`src/sv/jesp_pkg.sv`:
```
// ----------------------------------------------------------------------------
// jesp_pkg
// Shared constants, register indexes and sequencer states of the junction
// entry speed planner.
// ----------------------------------------------------------------------------
package jesp_pkg;

   // axes that carry a direction component, and stored direction slots
   localparam int AXES      = 4;
   localparam int DIR_SLOTS = 4;
   localparam int DOT_TERMS = (AXES < DIR_SLOTS) ? AXES : DIR_SLOTS;
   localparam int DIR_IDX_W = $clog2(DIR_SLOTS);

   // configuration address width: four 32-bit registers
   localparam int ADDR_W = 4;

   // 0.9999 in signed Q4.30, and one in Q30
   localparam logic signed [33:0] COS_LIMIT  = 34'sd1073634449;
   localparam logic signed [33:0] Q30_ONE_S  = 34'sd1073741824;
   localparam logic [31:0]        Q30_ONE    = 32'h4000_0000;

   // register reset values
   localparam logic [31:0] JD_RESET  = 32'd3277;
   localparam logic        ZEN_RESET = 1'b0;
   localparam logic [31:0] ZJD_RESET = 32'd0;
   localparam logic [31:0] MIN_RESET = 32'd0;

   // last iteration index of each serial unit
   localparam logic [5:0] MUL_LAST  = 6'd31;
   localparam logic [5:0] DIV_LAST  = 6'd63;
   localparam logic [5:0] SQRT_LAST = 6'd31;
   localparam logic [5:0] DOT_LAST  = 6'(DOT_TERMS - 1);

   // register indexes
   typedef enum logic [1:0] {
      REG_JD  = 2'd0,
      REG_ZEN = 2'd1,
      REG_ZJD = 2'd2,
      REG_MIN = 2'd3
   } reg_index_type;

   // sequencer states
   typedef enum logic [3:0] {
      ST_IDLE,
      ST_RATE_MUL,
      ST_RATE_DIV,
      ST_QMUL,
      ST_TMUL,
      ST_VSQRT,
      ST_DOT,
      ST_SSQRT,
      ST_RDIV,
      ST_MMUL,
      ST_MRMUL,
      ST_LSQRT,
      ST_FINISH
   } state_type;

endpackage

```
`src/sv/jesp_req_if.sv`:
```
// ----------------------------------------------------------------------------
// jesp_req_if
// Move channel: one planned move per transaction.
// ----------------------------------------------------------------------------
interface jesp_req_if;
   logic               valid;
   logic               ready;
   logic signed [15:0] dir_x;
   logic signed [15:0] dir_y;
   logic signed [15:0] dir_z;
   logic signed [15:0] dir_extra;
   logic               has_direction;
   logic [31:0]        feed_speed;
   logic [31:0]        move_length;
   logic [31:0]        accel_limit;
   logic [30:0]        step_count;
   logic               primary_class;
   logic               vertical_only;
   logic               queue_empty;

   modport source (
      output valid, dir_x, dir_y, dir_z, dir_extra, has_direction, feed_speed,
             move_length, accel_limit, step_count, primary_class, vertical_only,
             queue_empty,
      input  ready
   );
   modport sink (
      input  valid, dir_x, dir_y, dir_z, dir_extra, has_direction, feed_speed,
             move_length, accel_limit, step_count, primary_class, vertical_only,
             queue_empty,
      output ready
   );
endinterface

```
`src/sv/jesp_rsp_if.sv`:
```
// ----------------------------------------------------------------------------
// jesp_rsp_if
// Result channel: speed limits of one move per transaction.
// ----------------------------------------------------------------------------
interface jesp_rsp_if;
   logic        valid;
   logic        ready;
   logic        skipped;
   logic [31:0] max_entry;
   logic [31:0] start_speed;
   logic [31:0] step_rate;
   logic        reaches_nominal;

   modport source (
      output valid, skipped, max_entry, start_speed, step_rate, reaches_nominal,
      input  ready
   );
   modport sink (
      input  valid, skipped, max_entry, start_speed, step_rate, reaches_nominal,
      output ready
   );
endinterface

```
`src/sv/junction_entry_speed_planner.sv`:
```
// ----------------------------------------------------------------------------
// junction_entry_speed_planner
// Cornering speed limit, entry speed and nominal step rate of planned moves.
// ----------------------------------------------------------------------------
// Usage
//   req_ch carries one move per transaction; rsp_ch returns exactly one result
//   per move. Registers are to be written over the APB-style port only while
//   idle; the block itself does not enforce it. All products but the direction
//   dot product, and all quotients and square roots, run on three bit-serial
//   units driven by one sequencer: a shift-add multiplier, a restoring
//   divider and a two-bits-per-cycle square root. A move with zero steps goes
//   straight to the result. Any other move runs the rate multiply and divide,
//   the two products of the deceleration bound and its square root (skipped
//   when the deceleration sum overflows 64 bits), then the direction test if
//   it runs; a full cornering calculation adds the half-angle square root, the
//   radius divide, two multiplies and a last square root. One move is worked
//   on at a time and the next one is taken in the idle cycle right after.
//   The result sits in an output register: the next move is accepted while
//   it waits, and the sequencer only holds in its last state if the receiver
//   still stalls the previous result when the next one is finished.
//   Reset (synchronous) restores the register defaults, clears the previous
//   move's direction, speed, acceleration and class, and empties rsp_ch.
// ----------------------------------------------------------------------------
module junction_entry_speed_planner (
   input  logic                         clock,
   input  logic                         reset,
   jesp_req_if.sink                     req_ch,
   jesp_rsp_if.source                   rsp_ch,
   input  logic                         psel,
   input  logic                         penable,
   input  logic                         pwrite,
   input  logic [jesp_pkg::ADDR_W-1:0]  paddr,
   input  logic [31:0]                  pwdata,
   output logic [31:0]                  prdata,
   output logic                         pready
);
   import jesp_pkg::*;

   // control state
   state_type   state_ff, state_in;
   logic [5:0]  cnt_ff, cnt_in;
   logic        rsp_valid_ff, rsp_valid_in;

   // configuration registers
   logic [31:0] jd_ff, zjd_ff, min_ff;
   logic        zen_ff;

   // previous move
   logic signed [15:0] last_dir_ff [DIR_SLOTS];
   logic signed [15:0] last_dir_in [DIR_SLOTS];
   logic [31:0] last_speed_ff, last_speed_in;
   logic [31:0] last_accel_ff, last_accel_in;
   logic        last_class_ff, last_class_in;

   // latched move
   logic signed [15:0] dir_ff [DIR_SLOTS];
   logic signed [15:0] dir_in [DIR_SLOTS];
   logic        has_dir_ff, has_dir_in;
   logic [31:0] feed_ff, feed_in;
   logic [31:0] len_ff, len_in;
   logic [31:0] acc_ff, acc_in;
   logic        cls_ff, cls_in;
   logic        vert_ff, vert_in;
   logic        qempty_ff, qempty_in;
   logic        skip_ff, skip_in;

   // intermediate results
   logic [31:0] rate_ff, rate_in;
   logic [63:0] q_ff, q_in;
   logic [31:0] vallow_ff, vallow_in;
   logic [31:0] vmax_ff, vmax_in;
   logic [31:0] r_ff, r_in;
   logic signed [33:0] dot_ff, dot_in;

   // serial units
   logic [47:0] mul_a_ff, mul_a_in;
   logic [79:0] mul_p_ff, mul_p_in;
   logic [63:0] div_n_ff, div_n_in;
   logic [31:0] div_r_ff, div_r_in;
   logic [31:0] div_d_ff, div_d_in;
   logic [63:0] sq_x_ff, sq_x_in;
   logic [33:0] sq_rem_ff, sq_rem_in;
   logic [31:0] sq_root_ff, sq_root_in;

   // output register
   logic        o_skip_ff, o_skip_in;
   logic [31:0] o_max_ff, o_max_in;
   logic [31:0] o_entry_ff, o_entry_in;
   logic [31:0] o_rate_ff, o_rate_in;
   logic        o_reach_ff, o_reach_in;

   // unit step values
   logic [48:0] mul_sum;
   logic [79:0] mul_step;
   logic [32:0] div_sh, div_diff;
   logic        div_ge;
   logic [31:0] div_rem_step;
   logic [63:0] div_quo_step;
   logic [35:0] sq_sh, sq_trial, sq_diff;
   logic        sq_ge;
   logic [33:0] sq_rem_step;
   logic [31:0] sq_root_step;

   // move-level terms
   logic [DIR_IDX_W-1:0] dot_idx;
   logic signed [31:0]   dot_prod;
   logic signed [33:0]   dot_step, cos_step, one_minus_cos;
   logic [31:0] nominal, dev, amin, s_root;
   logic        corner_ok, accept, cfg_write, out_free;
   logic [65:0] v_sum;
   reg_index_type cfg_idx;

   assign req_ch.ready = (state_ff == ST_IDLE);
   assign accept    = req_ch.valid && req_ch.ready;
   assign cfg_write = psel && penable && pwrite && pready;
   assign cfg_idx   = reg_index_type'(paddr[ADDR_W-1:2]);
   assign out_free  = !rsp_valid_ff || rsp_ch.ready;

   // register read back
   assign pready = 1'b1;
   always_comb begin
      case (cfg_idx)
         REG_JD:  prdata = jd_ff;
         REG_ZEN: prdata = {31'd0, zen_ff};
         REG_ZJD: prdata = zjd_ff;
         REG_MIN: prdata = min_ff;
         default: prdata = 32'd0;
      endcase
   end

   // shift-add multiplier step
   assign mul_sum  = {1'b0, mul_p_ff[79:32]} + (mul_p_ff[0] ? {1'b0, mul_a_ff} : 49'd0);
   assign mul_step = {mul_sum, mul_p_ff[31:1]};

   // restoring divider step
   assign div_sh       = {div_r_ff, div_n_ff[63]};
   assign div_diff     = div_sh - {1'b0, div_d_ff};
   assign div_ge       = div_sh >= {1'b0, div_d_ff};
   assign div_rem_step = div_ge ? div_diff[31:0] : div_sh[31:0];
   assign div_quo_step = {div_n_ff[62:0], div_ge};

   // square root step, two radicand bits per cycle
   assign sq_sh        = {sq_rem_ff, sq_x_ff[63:62]};
   assign sq_trial     = {2'b00, sq_root_ff, 2'b01};
   assign sq_diff      = sq_sh - sq_trial;
   assign sq_ge        = sq_sh >= sq_trial;
   assign sq_rem_step  = sq_ge ? sq_diff[33:0] : sq_sh[33:0];
   assign sq_root_step = {sq_root_ff[30:0], sq_ge};

   // direction dot product term
   assign dot_idx       = cnt_ff[DIR_IDX_W-1:0];
   assign dot_prod      = last_dir_ff[dot_idx] * dir_ff[dot_idx];
   assign dot_step      = dot_ff + {{2{dot_prod[31]}}, dot_prod};
   assign cos_step      = -dot_step;
   assign one_minus_cos = Q30_ONE_S - cos_step;

   // move terms
   assign nominal   = (len_ff != 32'd0) ? feed_ff : 32'd0;
   assign dev       = (vert_ff && zen_ff) ? zjd_ff : jd_ff;
   assign amin      = (last_accel_ff < acc_ff) ? last_accel_ff : acc_ff;
   assign corner_ok = has_dir_ff && !qempty_ff && (dev != 32'd0) &&
                      (last_class_ff == cls_ff) && (last_speed_ff != 32'd0);
   assign v_sum     = {2'b00, q_ff} + {1'b0, mul_step[63:0], 1'b0};
   assign s_root    = sq_root_step;

   // sequencer next state and datapath
   always_comb begin
      state_in      = state_ff;
      cnt_in        = cnt_ff - 6'd1;
      rsp_valid_in  = rsp_valid_ff && !rsp_ch.ready;
      last_dir_in   = last_dir_ff;
      last_speed_in = last_speed_ff;
      last_accel_in = last_accel_ff;
      last_class_in = last_class_ff;
      dir_in        = dir_ff;
      has_dir_in    = has_dir_ff;
      feed_in       = feed_ff;
      len_in        = len_ff;
      acc_in        = acc_ff;
      cls_in        = cls_ff;
      vert_in       = vert_ff;
      qempty_in     = qempty_ff;
      skip_in       = skip_ff;
      rate_in       = rate_ff;
      q_in          = q_ff;
      vallow_in     = vallow_ff;
      vmax_in       = vmax_ff;
      r_in          = r_ff;
      dot_in        = dot_ff;
      mul_a_in      = mul_a_ff;
      mul_p_in      = mul_step;
      div_n_in      = div_quo_step;
      div_r_in      = div_rem_step;
      div_d_in      = div_d_ff;
      sq_x_in       = {sq_x_ff[61:0], 2'b00};
      sq_rem_in     = sq_rem_step;
      sq_root_in    = sq_root_step;
      o_skip_in     = o_skip_ff;
      o_max_in      = o_max_ff;
      o_entry_in    = o_entry_ff;
      o_rate_in     = o_rate_ff;
      o_reach_in    = o_reach_ff;

      case (state_ff)
         ST_IDLE: begin
            dir_in[0]  = req_ch.dir_x;
            dir_in[1]  = req_ch.dir_y;
            dir_in[2]  = req_ch.dir_z;
            dir_in[3]  = req_ch.dir_extra;
            has_dir_in = req_ch.has_direction;
            feed_in    = req_ch.feed_speed;
            len_in     = req_ch.move_length;
            acc_in     = req_ch.accel_limit;
            cls_in     = req_ch.primary_class;
            vert_in    = req_ch.vertical_only;
            qempty_in  = req_ch.queue_empty;
            skip_in    = (req_ch.step_count == 31'd0);
            mul_a_in   = {16'd0, req_ch.feed_speed};
            mul_p_in   = {48'd0, 1'b0, req_ch.step_count};
            cnt_in     = MUL_LAST;
            if (accept) begin
               state_in = (req_ch.step_count == 31'd0) ? ST_FINISH : ST_RATE_MUL;
            end
         end
         // steps times feed
         ST_RATE_MUL: begin
            if (cnt_ff == 6'd0) begin
               div_n_in = mul_step[63:0];
               div_r_in = 32'd0;
               div_d_in = len_ff;
               cnt_in   = DIV_LAST;
               state_in = ST_RATE_DIV;
            end
         end
         // divide by length, saturate
         ST_RATE_DIV: begin
            if (cnt_ff == 6'd0) begin
               if (len_ff == 32'd0) begin
                  rate_in = 32'd0;
               end else if (div_quo_step[63:32] != 32'd0) begin
                  rate_in = 32'hFFFF_FFFF;
               end else begin
                  rate_in = div_quo_step[31:0];
               end
               mul_a_in = {16'd0, min_ff};
               mul_p_in = {48'd0, min_ff};
               cnt_in   = MUL_LAST;
               state_in = ST_QMUL;
            end
         end
         // minimum speed squared
         ST_QMUL: begin
            if (cnt_ff == 6'd0) begin
               q_in     = mul_step[63:0];
               mul_a_in = {16'd0, acc_ff};
               mul_p_in = {48'd0, len_ff};
               cnt_in   = MUL_LAST;
               state_in = ST_TMUL;
            end
         end
         // accel times length, then deceleration bound
         ST_TMUL: begin
            if (cnt_ff == 6'd0) begin
               sq_x_in    = v_sum[63:0];
               sq_rem_in  = 34'd0;
               sq_root_in = 32'd0;
               cnt_in     = SQRT_LAST;
               if (v_sum[65:64] != 2'd0) begin
                  vallow_in = 32'hFFFF_FFFF;
                  dot_in    = 34'sd0;
                  cnt_in    = DOT_LAST;
                  vmax_in   = min_ff;
                  state_in  = corner_ok ? ST_DOT : ST_FINISH;
               end else begin
                  state_in = ST_VSQRT;
               end
            end
         end
         ST_VSQRT: begin
            if (cnt_ff == 6'd0) begin
               vallow_in = sq_root_step;
               dot_in    = 34'sd0;
               cnt_in    = DOT_LAST;
               vmax_in   = min_ff;
               state_in  = corner_ok ? ST_DOT : ST_FINISH;
            end
         end
         // dot product of old and new directions
         ST_DOT: begin
            dot_in = dot_step;
            if (cnt_ff == 6'd0) begin
               sq_x_in    = {3'd0, one_minus_cos[31:1], 30'd0};
               sq_rem_in  = 34'd0;
               sq_root_in = 32'd0;
               cnt_in     = SQRT_LAST;
               if (cos_step > COS_LIMIT) begin
                  vmax_in  = min_ff;
                  state_in = ST_FINISH;
               end else begin
                  vmax_in  = (last_speed_ff < nominal) ? last_speed_ff : nominal;
                  state_in = (cos_step < -COS_LIMIT) ? ST_FINISH : ST_SSQRT;
               end
            end
         end
         // sine of half angle
         ST_SSQRT: begin
            if (cnt_ff == 6'd0) begin
               div_n_in = {16'd0, s_root, 16'd0};
               div_r_in = 32'd0;
               div_d_in = Q30_ONE - s_root;
               cnt_in   = DIV_LAST;
               state_in = ST_RDIV;
            end
         end
         // corner radius factor
         ST_RDIV: begin
            if (cnt_ff == 6'd0) begin
               r_in     = div_quo_step[31:0];
               mul_a_in = {16'd0, amin};
               mul_p_in = {48'd0, dev};
               cnt_in   = MUL_LAST;
               state_in = ST_MMUL;
            end
         end
         // acceleration times deviation
         ST_MMUL: begin
            if (cnt_ff == 6'd0) begin
               mul_a_in = mul_step[63:16];
               mul_p_in = {48'd0, r_ff};
               cnt_in   = MUL_LAST;
               state_in = ST_MRMUL;
            end
         end
         // m times r, unbounded when over 64 bits
         ST_MRMUL: begin
            if (cnt_ff == 6'd0) begin
               sq_x_in    = mul_step[63:0];
               sq_rem_in  = 34'd0;
               sq_root_in = 32'd0;
               cnt_in     = SQRT_LAST;
               state_in   = (mul_step[79:64] != 16'd0) ? ST_FINISH : ST_LSQRT;
            end
         end
         ST_LSQRT: begin
            if (cnt_ff == 6'd0) begin
               if (sq_root_step < vmax_ff) begin
                  vmax_in = sq_root_step;
               end
               state_in = ST_FINISH;
            end
         end
         // load result register and, for a move with steps, update previous move
         ST_FINISH: begin
            cnt_in = cnt_ff;
            if (out_free) begin
               rsp_valid_in = 1'b1;
               o_skip_in    = skip_ff;
               if (skip_ff) begin
                  o_max_in   = 32'd0;
                  o_entry_in = 32'd0;
                  o_rate_in  = 32'd0;
                  o_reach_in = 1'b0;
               end else begin
                  o_max_in   = vmax_ff;
                  o_entry_in = (vmax_ff < vallow_ff) ? vmax_ff : vallow_ff;
                  o_rate_in  = rate_ff;
                  o_reach_in = (nominal <= vallow_ff);
                  for (int i = 0; i < DIR_SLOTS; i++) begin
                     last_dir_in[i] = has_dir_ff ? dir_ff[i] : 16'sd0;
                  end
                  last_speed_in = nominal;
                  last_accel_in = acc_ff;
                  last_class_in = cls_ff;
               end
               state_in = ST_IDLE;
            end
         end
         default: begin
            state_in = ST_IDLE;
         end
      endcase
   end

   // control and state registers
   always_ff @(posedge clock) begin
      if (reset) begin
         state_ff      <= ST_IDLE;
         cnt_ff        <= 6'd0;
         rsp_valid_ff  <= 1'b0;
         jd_ff         <= JD_RESET;
         zen_ff        <= ZEN_RESET;
         zjd_ff        <= ZJD_RESET;
         min_ff        <= MIN_RESET;
         for (int i = 0; i < DIR_SLOTS; i++) begin
            last_dir_ff[i] <= 16'sd0;
         end
         last_speed_ff <= 32'd0;
         last_accel_ff <= 32'd0;
         last_class_ff <= 1'b0;
      end else begin
         state_ff      <= state_in;
         cnt_ff        <= cnt_in;
         rsp_valid_ff  <= rsp_valid_in;
         last_dir_ff   <= last_dir_in;
         last_speed_ff <= last_speed_in;
         last_accel_ff <= last_accel_in;
         last_class_ff <= last_class_in;
         if (cfg_write) begin
            case (cfg_idx)
               REG_JD:  jd_ff  <= pwdata;
               REG_ZEN: zen_ff <= pwdata[0];
               REG_ZJD: zjd_ff <= pwdata;
               REG_MIN: min_ff <= pwdata;
               default: ;
            endcase
         end
      end
   end

   // payload and serial unit registers
   always_ff @(posedge clock) begin
      dir_ff     <= dir_in;
      has_dir_ff <= has_dir_in;
      feed_ff    <= feed_in;
      len_ff     <= len_in;
      acc_ff     <= acc_in;
      cls_ff     <= cls_in;
      vert_ff    <= vert_in;
      qempty_ff  <= qempty_in;
      skip_ff    <= skip_in;
      rate_ff    <= rate_in;
      q_ff       <= q_in;
      vallow_ff  <= vallow_in;
      vmax_ff    <= vmax_in;
      r_ff       <= r_in;
      dot_ff     <= dot_in;
      mul_a_ff   <= mul_a_in;
      mul_p_ff   <= mul_p_in;
      div_n_ff   <= div_n_in;
      div_r_ff   <= div_r_in;
      div_d_ff   <= div_d_in;
      sq_x_ff    <= sq_x_in;
      sq_rem_ff  <= sq_rem_in;
      sq_root_ff <= sq_root_in;
      o_skip_ff  <= o_skip_in;
      o_max_ff   <= o_max_in;
      o_entry_ff <= o_entry_in;
      o_rate_ff  <= o_rate_in;
      o_reach_ff <= o_reach_in;
   end

   // result channel
   assign rsp_ch.valid           = rsp_valid_ff;
   assign rsp_ch.skipped         = o_skip_ff;
   assign rsp_ch.max_entry       = o_max_ff;
   assign rsp_ch.start_speed     = o_entry_ff;
   assign rsp_ch.step_rate       = o_rate_ff;
   assign rsp_ch.reaches_nominal = o_reach_ff;

endmodule

```
`src/flat_wrapper.sv`:
```
// flat-port wrapper written by rule: the top's interface ports become plain ports
module junction_entry_speed_planner_flat import jesp_pkg::*;
  (clock, reset, psel, penable, pwrite, paddr, pwdata, prdata, pready, req_ch_valid, req_ch_dir_x, req_ch_dir_y, req_ch_dir_z, req_ch_dir_extra, req_ch_has_direction, req_ch_feed_speed, req_ch_move_length, req_ch_accel_limit, req_ch_step_count, req_ch_primary_class, req_ch_vertical_only, req_ch_queue_empty, req_ch_ready, rsp_ch_valid, rsp_ch_skipped, rsp_ch_max_entry, rsp_ch_start_speed, rsp_ch_step_rate, rsp_ch_reaches_nominal, rsp_ch_ready);
  jesp_req_if req_ch_i ();
  jesp_rsp_if rsp_ch_i ();
  input  logic clock;
  input  logic reset;
  input  logic psel;
  input  logic penable;
  input  logic pwrite;
  input  logic [jesp_pkg::ADDR_W-1:0] paddr;
  input  logic [31:0] pwdata;
  output logic [31:0] prdata;
  output logic pready;
  input wire logic [$bits(req_ch_i.valid)-1:0] req_ch_valid;
  input wire logic [$bits(req_ch_i.dir_x)-1:0] req_ch_dir_x;
  input wire logic [$bits(req_ch_i.dir_y)-1:0] req_ch_dir_y;
  input wire logic [$bits(req_ch_i.dir_z)-1:0] req_ch_dir_z;
  input wire logic [$bits(req_ch_i.dir_extra)-1:0] req_ch_dir_extra;
  input wire logic [$bits(req_ch_i.has_direction)-1:0] req_ch_has_direction;
  input wire logic [$bits(req_ch_i.feed_speed)-1:0] req_ch_feed_speed;
  input wire logic [$bits(req_ch_i.move_length)-1:0] req_ch_move_length;
  input wire logic [$bits(req_ch_i.accel_limit)-1:0] req_ch_accel_limit;
  input wire logic [$bits(req_ch_i.step_count)-1:0] req_ch_step_count;
  input wire logic [$bits(req_ch_i.primary_class)-1:0] req_ch_primary_class;
  input wire logic [$bits(req_ch_i.vertical_only)-1:0] req_ch_vertical_only;
  input wire logic [$bits(req_ch_i.queue_empty)-1:0] req_ch_queue_empty;
  output wire logic [$bits(req_ch_i.ready)-1:0] req_ch_ready;
  output wire logic [$bits(rsp_ch_i.valid)-1:0] rsp_ch_valid;
  output wire logic [$bits(rsp_ch_i.skipped)-1:0] rsp_ch_skipped;
  output wire logic [$bits(rsp_ch_i.max_entry)-1:0] rsp_ch_max_entry;
  output wire logic [$bits(rsp_ch_i.start_speed)-1:0] rsp_ch_start_speed;
  output wire logic [$bits(rsp_ch_i.step_rate)-1:0] rsp_ch_step_rate;
  output wire logic [$bits(rsp_ch_i.reaches_nominal)-1:0] rsp_ch_reaches_nominal;
  input wire logic [$bits(rsp_ch_i.ready)-1:0] rsp_ch_ready;
  assign req_ch_i.valid = req_ch_valid;
  assign req_ch_i.dir_x = req_ch_dir_x;
  assign req_ch_i.dir_y = req_ch_dir_y;
  assign req_ch_i.dir_z = req_ch_dir_z;
  assign req_ch_i.dir_extra = req_ch_dir_extra;
  assign req_ch_i.has_direction = req_ch_has_direction;
  assign req_ch_i.feed_speed = req_ch_feed_speed;
  assign req_ch_i.move_length = req_ch_move_length;
  assign req_ch_i.accel_limit = req_ch_accel_limit;
  assign req_ch_i.step_count = req_ch_step_count;
  assign req_ch_i.primary_class = req_ch_primary_class;
  assign req_ch_i.vertical_only = req_ch_vertical_only;
  assign req_ch_i.queue_empty = req_ch_queue_empty;
  assign req_ch_ready = req_ch_i.ready;
  assign rsp_ch_valid = rsp_ch_i.valid;
  assign rsp_ch_skipped = rsp_ch_i.skipped;
  assign rsp_ch_max_entry = rsp_ch_i.max_entry;
  assign rsp_ch_start_speed = rsp_ch_i.start_speed;
  assign rsp_ch_step_rate = rsp_ch_i.step_rate;
  assign rsp_ch_reaches_nominal = rsp_ch_i.reaches_nominal;
  assign rsp_ch_i.ready = rsp_ch_ready;
  junction_entry_speed_planner u_core (.clock(clock), .reset(reset), .req_ch(req_ch_i), .rsp_ch(rsp_ch_i), .psel(psel), .penable(penable), .pwrite(pwrite), .paddr(paddr), .pwdata(pwdata), .prdata(prdata), .pready(pready));
endmodule
```
`config.mk`:
```
export PLATFORM = sky130hd
export DESIGN_NAME = junction_entry_speed_planner_flat
export DESIGN_NICKNAME = d
export VERILOG_FILES = /design/src/sv/jesp_pkg.sv /design/src/sv/jesp_req_if.sv /design/src/sv/jesp_rsp_if.sv /design/src/sv/junction_entry_speed_planner.sv /design/src/flat_wrapper.sv
export SDC_FILE = /design/constraint.sdc
export NUM_CORES = 2
export LEC_CHECK = 0
export ABC_AREA = 0
export BUFFER_PORTS_ARGS = -buffer_cell sky130_fd_sc_hd__buf_2
export CAP_MARGIN = 30
export CORE_MARGIN = 4
export CORE_UTILIZATION = 30
export DETAILED_ROUTE_END_ITERATION = 16
export GPL_ROUTABILITY_DRIVEN = 0
export SLEW_MARGIN = 15
export SYNTH_ARGS = -nofsm -noshare
export SYNTH_HDL_FRONTEND = slang
export SYNTH_SLANG_ARGS = --single-unit
```
`constraint.sdc`:
```
create_clock -name clock -period 11.8 [get_ports clock]
set_input_delay 2.36 -clock clock [delete_from_list [all_inputs] [get_ports clock]]
set_output_delay 2.36 -clock clock [all_outputs]
set_load 0.02 [all_outputs]
```
==> reports/qor.yml <==
routing:
  first_iter_violations: 7225
  vias_per_cell: 5.43
  detailroute.via_count: 61400
  drc: 0
  dr.pass1.iters: 12
  wl_per_cell_um: 22.8
  wl_um: 258000
  postRouteAntennaNets: 0
run:
  max-cap-violations: 0
clock_network:
  htreeDepth: 3
  root_buffer: "clkbuf_16"
  clockBufferDepth: 3
  cts_sinks: 1112
  clk_pin_slew_ns: 0.07
  insertion_delay_ns: 0.84
  cts_made_buffers: 116
  holdBufCountCts: 0
  tritoncts: "built"
worst_setup_path:
  end_kind: "flop"
  timing.rr.end: "u_core.vmax_ff[30]"
  slowest_stage: "mux4_2"
  cp_max_fo: 33
  worstSetupEndpoint: "u_core.vmax_ff[30]"
  cp.required_ns: 12.37
  crit_top_cell: "fa_1"
  critical_path.startpoint_type: "flop"
  critPathMaxStageDelay_ns: 0.63
  crit_arrival_ns: 11.89
  crit_type: "flop to flop"
  reg2reg_slack_ns: 0.48
  cp-startpoint: "u_core.cnt_ff[0]"
  regToRegStartpoint: "u_core.cnt_ff[0]"
  r2r_cells: 41
synthesis:
  synth_warnings: 0
  synth_edf_count: 569
  synth_top_cell_by_area: "edfxtp_1"
  syn_avg_cell_area_um2: 9.27
  ys_seq_area_share_pct: 39.0
  ys_async_sr_fraction_pct: 0
  synth_most_common_cell: "nand2_1"
  ys.flop_type: "edfxtp_1"
  synth_seq_cells: 1112
  synth.net_count: 8689
  ys_top_cells_by_area: "edfxtp_1 24%, dfxtp_1 15%, ha_1 8.0%, fa_1 7.4%, nand2_1 4.8%"
  netlist_instances: 7729
  syn-cell-area_um2: 71700
  synth_top_area_share_pct: 23.8
  synth_cell_type_count: 103
  synth_commonest_cells: "917 x nand2_1, 664 x nor2_1, 609 x a21oi_1, 598 x inv_1, 569 x edfxtp_1"
die:
  fp.coreArea_um2: 238000
  die_x_um: 497
  start_util_pct: 30.1
  ios: 371
  dieArea_um2: 247000
  row_count: 179
  die_h_um: 497
sta:
  tightest_slew_ns: 1.07
  min_period_ns: 11.32
  finalCritPeriodShare_pct: 96.0
  setup_viol: 0
  fin_skew_ns: 0.145
  slew_viol_final: 0
  fmax_mhz: 88.3
  final.setup.tns_ns: 0
  hold_viol: 0
  slew_headroom_pct: 28.0
grt:
  grt_pass1_vias: 58500
  antenna_found_initial: 33
  grt.total_usage_pct: 20.1
  grt_max_degree: 158
  grt-ovfl-total: 0
  grt_pass1_wl_um: 378000
layout:
  area_growth_pct: 14.4
  final_util_pct: 34.5
  drive_gt1_share_pct: 11.5
  final_nets: 8959
outcome:
  outcome: "finished clean"
placement:
  port_buffers: 367
  hpwl_um: 195000
worst_hold_path:
  hold_path_class: "flop to flop"
[flip-flops by register name (all words and copies together), names as in the netlist, 34 cells and up]
register and flops:
u_core.div_n_ff 64, u_core.dir_ff 64, u_core.sq_rem_ff 34, u_core.mul_a_ff 48
u_core.sq_x_ff 64, u_core.mul_p_ff 80, u_core.q_ff 64, u_core.last_dir_ff 64
u_core.dot_ff 34
[critical path: cells and delay by family, from the launching register on]
kind / cells / cell delay (ns)
AO/OA/AOI/OAI: 12 / 2.43
XOR/XNOR: 3 / 0.71
adder cells (fa/ha/maj): 8 / 3.83
buffers and inverters: 10 / 1.26
flip-flops: 1 / 0.47
multiplexers: 1 / 0.63
AND/OR/NAND/NOR: 7 / 1.69
[cell usage in the layout (no fill, tap or decap), types with 22 or more instances in the layout]
master	Yosys	final
a21o_1	192	192
clkbuf_16	0	122
fa_1	266	266
xnor2_1	187	184
inv_1	598	595
nand2_1	917	915
and2_1	149	148
nor3_1	91	83
nand4_1	86	86
xor2_1	88	87
o211ai_1	42	42
buf_2	9	367
nand3_1	169	166
a31oi_1	44	43
a221o_1	77	77
diode_2	0	26
nor2_1	664	652
o21bai_1	35	35
nor2b_1	114	114
nand2b_1	77	77
a22o_1	56	56
mux2_2	52	52
buf_4	7	172
a211oi_1	48	46
o21a_1	61	61
a222oi_1	59	59
edfxtp_1	569	569
mux2i_1	165	165
o21ai_0	387	381
a21oi_1	609	607
or3_1	27	26
a22oi_1	47	47
ha_1	456	455
or2_2	22	22
dfxtp_1	543	541
and3_1	46	43
nor4_1	79	76
[stage by stage]
stage | setup WS, ns | instances | area [um2] | hold slack, ns
final | 0.477 | 11300 | 82000 | 0.436
after global routing | -0.0392 | 11300 | 82000 | 0.451
after CTS | 0.0365 | 11300 | 81700 | 0.424
after detailed placement | -0.00653 | 11000 | 77400 | 0.422
after global placement | 0.158 | 11000 | 77400 | 0.416
after floorplan | 0.592 | 7729 | 71700 | 0.401
[layout make-up]
cell class,instances,area (um2)
tap,3167,3960
inverter,600,2260
multi-input combinational,5622,40200
clock buffer,145,3210
antenna,26,65.1
clock inverter,77,1050
sequential,1112,28000
fill,24200,156000
timing repair buffer,547,3260
[routing by layer]
layer  up-vias  track usage (%)  wire [um]
li1      27900                -          -
met1     29900             28.2     111000
met5         -                0         53
met4         8             9.77      14400
met2      3053             28.6     106000
met3       551             4.91      26400
[kinds of logic after synthesis]
kind of cell             share of synthesized area [%]
adder cells (fa/ha/maj)                           15.4
XOR/XNOR                                          3.44
multiplexers                                      3.69
other                                          0.00523
AO/OA/AOI/OAI                                     17.0
buffers and inverters                             5.31
flip-flops                                        39.0
AND/OR/NAND/NOR                                   16.2
[what timing repair did]
action,CTS,global route
endpoints found under the hold margin,0,0
pin swaps,0,1
endpoints found under the setup margin,31,35
setup buffers,0,18
gates resized for setup,2,23
[worst min-delay path by stage]
stage	startpoint	endpoint	cells after the start
floorplan	u_core.sq_x_ff[12]	u_core.sq_x_ff[14]	2
global placement	u_core.sq_x_ff[36]	u_core.sq_x_ff[38]	2
detailed placement	u_core.sq_x_ff[31]	u_core.sq_x_ff[33]	2
CTS	u_core.div_n_ff[47]	u_core.div_n_ff[48]	2
global route	u_core.sq_x_ff[41]	u_core.sq_x_ff[43]	1
finish	u_core.sq_x_ff[41]	u_core.sq_x_ff[43]	1
Power is not shown: default switching activity piles up to over one toggle a cycle in this logic, so the estimate is an artifact.
